**src/design/npcm_pkg.sv**
```systemverilog
// ----------------------------------------------------------------------------
// npcm_pkg
// Shared types and constants for the nearest palette colour mapper.
// ----------------------------------------------------------------------------
package npcm_pkg;

	localparam int PALETTE_SIZE_DEF = 256;
	localparam int IDX_W            = 8;
	localparam int CH_W             = 8;
	localparam int THR_W            = 9;
	localparam int SQ_W             = 2 * CH_W;
	localparam int DIST_W           = 18;

	localparam logic [THR_W-1:0] THR_RESET = THR_W'(128);

	localparam logic ACT_LOAD  = 1'b0;
	localparam logic ACT_PIXEL = 1'b1;

	typedef struct packed {
		logic              vld;
		logic              pixel;
		logic [IDX_W-1:0]  entry_index;
		logic              entry_valid;
		logic [CH_W-1:0]   red;
		logic [CH_W-1:0]   green;
		logic [CH_W-1:0]   blue;
		logic              transp;
		logic              found;
		logic [IDX_W-1:0]  best_idx;
		logic [DIST_W-1:0] best_dist;
	} flow_t;

	function automatic logic [SQ_W-1:0] sq_diff(input logic [CH_W-1:0] a,
	                                            input logic [CH_W-1:0] b);
		logic [CH_W-1:0] d;
		d = (a >= b) ? (a - b) : (b - a);
		return d * d;
	endfunction

endpackage

```
**src/design/npcm_cell.sv**
```systemverilog
// ----------------------------------------------------------------------------
// npcm_cell
// One palette slot: holds an entry, takes loads, updates the running best match.
// ----------------------------------------------------------------------------
module npcm_cell (
	input  logic                            clk,
	input  logic                            arst_n,
	input  logic                            adv,
	input  logic [npcm_pkg::IDX_W-1:0]      cell_idx,
	input  npcm_pkg::flow_t                 up,
	output npcm_pkg::flow_t                 dn
);
	import npcm_pkg::*;

	logic [3*CH_W-1:0] ent_rgb_q;
	logic              ent_vld_q;
	flow_t             a_s1;
	logic              hit_s1;
	logic [SQ_W-1:0]   sq_r_s1;
	logic [SQ_W-1:0]   sq_g_s1;
	logic [SQ_W-1:0]   sq_b_s1;
	logic              wr;
	logic [DIST_W-1:0] sum;
	logic              take;
	flow_t             nxt_dn;

	assign wr = adv && up.vld && (up.pixel == ACT_LOAD) && (up.entry_index == cell_idx);

	// entry colour: no reset, only used once its valid mark is set
	always_ff @(posedge clk) begin
		if (wr) begin
			ent_rgb_q <= {up.red, up.green, up.blue};
		end
	end

	always_ff @(posedge clk or negedge arst_n) begin
		if (!arst_n) begin
			ent_vld_q <= 1'b0;
		end else if (wr) begin
			ent_vld_q <= up.entry_valid;
		end
	end

	// stage 1: square the channel differences
	always_ff @(posedge clk or negedge arst_n) begin
		if (!arst_n) begin
			a_s1    <= '0;
			hit_s1  <= 1'b0;
			sq_r_s1 <= '0;
			sq_g_s1 <= '0;
			sq_b_s1 <= '0;
		end else if (adv) begin
			a_s1    <= up;
			hit_s1  <= ent_vld_q;
			sq_r_s1 <= sq_diff(up.red,   ent_rgb_q[3*CH_W-1:2*CH_W]);
			sq_g_s1 <= sq_diff(up.green, ent_rgb_q[2*CH_W-1:CH_W]);
			sq_b_s1 <= sq_diff(up.blue,  ent_rgb_q[CH_W-1:0]);
		end
	end

	// stage 2: sum, compare, keep the lower index on a tie
	assign sum  = DIST_W'(sq_r_s1) + DIST_W'(sq_g_s1) + DIST_W'(sq_b_s1);
	assign take = a_s1.vld && (a_s1.pixel == ACT_PIXEL) && !a_s1.transp && hit_s1 &&
		(!a_s1.found || (sum < a_s1.best_dist));

	always_comb begin
		nxt_dn = a_s1;
		if (take) begin
			nxt_dn.found     = 1'b1;
			nxt_dn.best_dist = sum;
			nxt_dn.best_idx  = cell_idx;
		end
	end

	always_ff @(posedge clk or negedge arst_n) begin
		if (!arst_n) begin
			dn <= '0;
		end else if (adv) begin
			dn <= nxt_dn;
		end
	end

	a_no_found_when_transp: assert property (@(posedge clk) disable iff (!arst_n)
		dn.vld && dn.transp |-> !dn.found)
		else $error("match recorded for a transparent pixel");

	a_dist_never_grows: assert property (@(posedge clk) disable iff (!arst_n)
		adv && a_s1.vld && a_s1.found |=> dn.best_dist <= $past(a_s1.best_dist))
		else $error("best distance grew in a cell");

	a_load_sets_mark: assert property (@(posedge clk) disable iff (!arst_n)
		wr |=> ent_vld_q == $past(up.entry_valid))
		else $error("load did not update the valid mark");

endmodule

```
**config.mk**
```make
export PLATFORM = sky130hd
export DESIGN_NAME = npcm_cell
export DESIGN_NICKNAME = d
export VERILOG_FILES = /design/src/design/npcm_pkg.sv /design/src/design/npcm_cell.sv
export SDC_FILE = /design/constraint.sdc
export NUM_CORES = 1
export LEC_CHECK = 0
export BUFFER_PORTS_ARGS = -buffer_cell sky130_fd_sc_hd__buf_2
export CAP_MARGIN = 40
export CORE_MARGIN = 4
export CORE_UTILIZATION = 41
export DETAILED_ROUTE_END_ITERATION = 10
export GPL_TIMING_DRIVEN = 1
export PLACE_DENSITY = 0.61
export SLEW_MARGIN = 20
export SYNTH_ARGS = -nofsm -noshare
export SYNTH_HDL_FRONTEND = slang
export SYNTH_SLANG_ARGS = --single-unit
```
**constraint.sdc**
```tcl
create_clock -name clk -period 7.17 [get_ports clk]
set_clock_uncertainty 0.15 [all_clocks]
set_input_delay 1.434 -clock clk [delete_from_list [all_inputs] [get_ports clk]]
set_output_delay 1.434 -clock clk [all_outputs]
set_load 0.02 [all_outputs]
```
# Word-level counts from Yosys, hierarchy flattened
# Index checks and enable logic that the tools add are counted.
dict set report totals {
  latch_bits 0
  output_inout_bits 63
  regBits 200
  word_cells 59
  in_bits 74
  romBits 0
  ram_bits 0
  n_memories 0
}
dict set report op_classes {
  n_reduce_logical 10
  n_eq_ne 1
  multipliers 3
  addsub 8
  mux 4
  n_shift 0
  bitwise_logic 1
  div 0
  magnitude_cmp 4
}
# op count
set ops {}
lappend ops {{$mul A8 B8 Y16} 3}
lappend ops {{$sub A8 B8 Y8} 6}
lappend ops {{$mux W27} 1}
lappend ops {{$ge A8 B8 Y1} 3}
lappend ops {{$mux W8} 3}
lappend ops {{$add A17 B16 Y18} 1}
lappend ops {{$lt A18 B18 Y1} 1}
lappend ops {{$add A16 B16 Y17} 1}
lappend ops {{$eq A8 B8 Y1} 1}
lappend ops {{$logic_and A1 B1 Y1} 7}
lappend ops {{$logic_not A1 Y1} 2}
lappend ops {{$logic_or A1 B1 Y1} 1}
lappend ops {{$not A1 Y1} 1}

# Longest topological paths before layout
dict set report logic_depth {
  word_depth 6
  depth_mapped 30
  ltp_nobuf 29
}

# Least setup slack after synthesis
# Ideal clock, no wire load.
dict set report synth_timing {
  kind {input to register}
  startpoint {input up[28] in the netlist's numbering}
  endpoint {register sq_b_s1[14]}
  arrival_time_ns 7.542
  setup_ns 0.125
  stages 25
  slack_ns -0.647
  path_cell_list {inv_1 -> ha_1 -> inv_1 -> fa_1 -> a21o_1 -> a211o_1 -> a221oi_4 -> buf_6 -> mux2i_1 -> xnor2_4 -> or2_2 -> inv_1 -> fa_1 -> fa_1 -> inv_1 -> fa_1 -> fa_1 -> inv_1 -> ha_1 -> a21o_1 -> a31oi_1 -> o21ai_0 -> o41ai_1 -> xnor2_1 -> mux2_2}
}
dict set report synth_between {
  elab_chain_cells 3
  elab_cells_between_ends 5
  cone_classes {add/sub (2); mul (1); order compare (1); mux (1)}
}
# item line
set synth_lines {}
lappend synth_lines {{start, declared} npcm_cell.sv:10} ;# input npcm_pkg::flow_t up,
lappend synth_lines {{$sub A8 B8 Y8 or $ge A8 B8 Y1 (tied branches)} npcm_pkg.sv:36} ;# d = (a >= b) ? (a - b) : (b - a);
lappend synth_lines {{$mux W8 *} npcm_pkg.sv:36}
lappend synth_lines {{$mul A8 B8 Y16 *} npcm_pkg.sv:37} ;# return d * d;
lappend synth_lines {{end signal, assigned} npcm_cell.sv:57} ;# sq_b_s1 <= sq_diff(up.blue, ent_rgb_q[CH_W-1:0]);
lappend synth_lines {{end, declared} npcm_cell.sv:21} ;# logic [SQ_W-1:0] sq_b_s1;
# Mark *: on every way between the ends. The rest lies on a longest branch, timed or not.
# A chain may end at the register's enable or synchronous reset.

# Worst setup path after layout
# Same ends and word-level chain as after synthesis.

==> impl_results.md <==
- Largest net degree at the start of global routing: 70
- Die width: ~200 microns
- Final Hold Fails: 0
- Sink Count: between 150 and 200
- IO Pins: 137
- DRC: 0
- Worst Setup Slack, final: -0.0649 ns
- CP peak stage delay: ~0.56 ns
- CTS tree: yes
- Clk root buf: clkbuf_16
- Hold_buf cts: 0
- M3 GR Usage: under 10%
- H-tree depth: 4
- HP Class: reg2reg
- Setup crit start kind: primary input
- Share of cells above drive strength 1: between 30% and 40%
- Antenna cell count: 0
- Antenna Nets Post-Route: 0
- Fill cells: approximately 3.4k
- Buf/Inv on CP: 8
- WL/cell: around 15 microns
- RSZ-0062 raised after global routing: yes
- WP data required: about 7.3 ns
- Cells after synthesis: 1,521
- GPL Wtd Cong: roughly 0.86
- GRT Total Usage: between 10% and 20%
- EDFF count, synth: 24
- Rows: 71
- Core box area: 37,700 sq um
- Final Setup Violations: 2
- Critical path arrival: between 7 and 8 ns
- Area Overhead vs Synth: 27.3%
- PnR Total Power: ~0.009 W
- Max-cap violations: 0
- Critical path type: in2reg
- Final core utilization: between 50 and 60%
- Maximum VDD drop: ~0.35 mV
- Placed Cells: around 2.3k
- Initial antenna violation count: 2
- Fmax: 138 MHz
- Met2 usage: between 30% and 40%
- Vias/cell: between 4 and 5
- Critical path endpoint category: flip-flop
- Crit path max-delay family: adder cells
- Fin nets: approximately 2.2k
- Violated checks: negative setup slack
- First drt pass iteration count: 5
- Port Buffers: 136
- Routed via count: around 12k
- Distinct cells, synth: around 70
- Worst skew pair latency: approximately 0.45 ns
- Fin crit period: approximately 7.2 ns
- Ys Warns: 0
- First-pass GRT wire length: 60,000 microns
- Post-Layout Cell Count: between 2k and 2.5k
- CTS Buffer Depth: 2
- Slew @ Worst Pin: about 0.75 ns
- Vias in the first global route: ~12k
- Leak: roughly 10 nW
- Final max-slew violation count: 0
- Overall routed net length: between 30,000 and 40,000 microns
- CTS clk-pin slew, worst paths: about 0.080 ns
- Dominant synthesized flop cell: dfrtp_1
- Sequential share of the synthesized area: about 32%
- Worst Path Max Fanout: 4
- P per Cell Area: approximately 460 nW/um^2
- Syn_area_per_cell: slightly above 10 sq um
- Setup TNS Final: -0.0650 ns
- HPWL Detailed: 28,200 microns
- Die Y: roughly 200 microns
- TritonCTS Buffers: 17
- Slowest CP cell: fa_2
- Slew headroom: about 50%
- Synthesized cell area: 15,700 sq um
- Yosys reg bits: about 200
- Pre-CTS WS: -0.724 ns
- Async set-reset flop share out of synthesis: 87.8%
- Routing usage on met1: between 20% and 30%
- GRT overflow: 0
- Layer with the highest usage: met2
- Initial Util: 41.6%
- Die footprint: around 41,000 sq um
- Most frequent CP cell: inv_2
- DR iter-0 viols: between 500 and 600
- Fin crit share: 101%
- Status: finished with violations
cells in the mapped netlist (22+ instances only):
| cell type | n | area [sq um] |
|---|---|---|
| a21o_1 | 30 | 225 |
| a21oi_1 | 85 | 425 |
| clkbuf_1 | 34 | 128 |
| dfrtp_1 | 173 | 4330 |
| edfxtp_1 | 24 | 721 |
| fa_1 | 97 | 1940 |
| ha_1 | 168 | 2100 |
| inv_1 | 235 | 882 |
| mux2_2 | 115 | 1290 |
| mux2i_1 | 44 | 440 |
| nand2_1 | 43 | 161 |
| nor2_1 | 131 | 492 |
| nor3_1 | 22 | 110 |
| o21ai_0 | 57 | 285 |
| xnor2_1 | 53 | 464 |
| xor2_1 | 23 | 201 |
cell usage in the layout, fill, tap and decap left out, types with 30 or more instances in the layout:
cell type	synthesis	final
nand2_1	43	42
mux2_2	115	114
a21o_1	30	30
a21oi_1	85	80
inv_1	235	215
fa_1	97	88
buf_4	0	220
o21ai_0	57	50
ha_1	168	157
dfrtp_1	173	173
buf_2	5	132
nor2_1	131	123
xnor2_1	53	43
mux2i_1	44	34
path summary, 6_finish.rpt:
check	startpoint	end	slack, ns	depth (start not counted)
max	up[28]	sq_b_s1[14]$_DFFE_PN0P_	-0.06	27
min	a_s1[28]$_DFFE_PN0P_	dn[28]$_DFFE_PN0P_	0.35	1
max reg2reg	ent_rgb_q[0]$_DFFE_PP_	sq_b_s1[14]$_DFFE_PN0P_	0.64	25
min reg2reg	a_s1[28]$_DFFE_PN0P_	dn[28]$_DFFE_PN0P_	0.35	1
max in group asynchronous	arst_n	a_s1[32]$_DFFE_PN0P_	4.79	2
min in group asynchronous	arst_n	dn[7]$_DFFE_PN0P_	0.83	1
layer usage:
| layer | vias up | wire [microns] |
|---|---|---|
| met2 | 146 | 17700 |
| met5 | - | 21 |
| met3 | 32 | 1040 |
| met4 | 4 | 604 |
| met1 | 5723 | 16100 |
| li1 | 5768 | - |
through the flow:
stage	instance area [sq um]	hold WS [ns]
floorplan	15900	0.323
global placement	18600	0.331
detailed placement	18700	0.340
CTS	19400	0.352
global route	19900	0.359
finish	19900	0.348
cell type report:
type	instances	area, sq um	share of cell area, %
Clock inverter	15	174	0.873
Multi-Input combinational cell	1047	10200	51.1
Sequential cell	197	5050	25.3
Inverter	236	901	4.52
Timing Repair Buffer	368	2550	12.8
Clock buffer	17	425	2.13
Tap cell	511	639	3.21
timing repair:
item | in CTS | in global routing
pin swaps | 29 | 66
setup endpoints to repair | 6 | 16
resized for setup | 25 | 88
buffers inserted | 4 | 13
flip-flops by register name (all words and copies together), names as in the netlist:
name       cells
ent_rgb_q     24
sq_g_s1       15
a_s1          63
sq_r_s1       15
hit_s1         1
dn            63
sq_b_s1       15
ent_vld_q      1
logic make-up after synthesis:
kind of cell | synth area share (%)
AO/OA/AOI/OAI | 10.4
XOR/XNOR | 4.95
adder cells (fa/ha/maj) | 25.8
buffers and inverters | 6.85
flip-flops | 32.3
multiplexers | 11.1
other | 0.0480
AND/OR/NAND/NOR | 8.58
power by group:
part / switching (W) / internal [W] / leakage [nW] / total [W]
Sequential: 0.000134 / 0.00134 / 2.26 / 0.00148
Combinational: 0.00347 / 0.00327 / 7.43 / 0.00674
Clock: 0.000511 / 0.000473 / 0.292 / 0.000984
Total: 0.00412 / 0.00508 / 9.99 / 0.00920
Power figures use the tool's default switching activity.
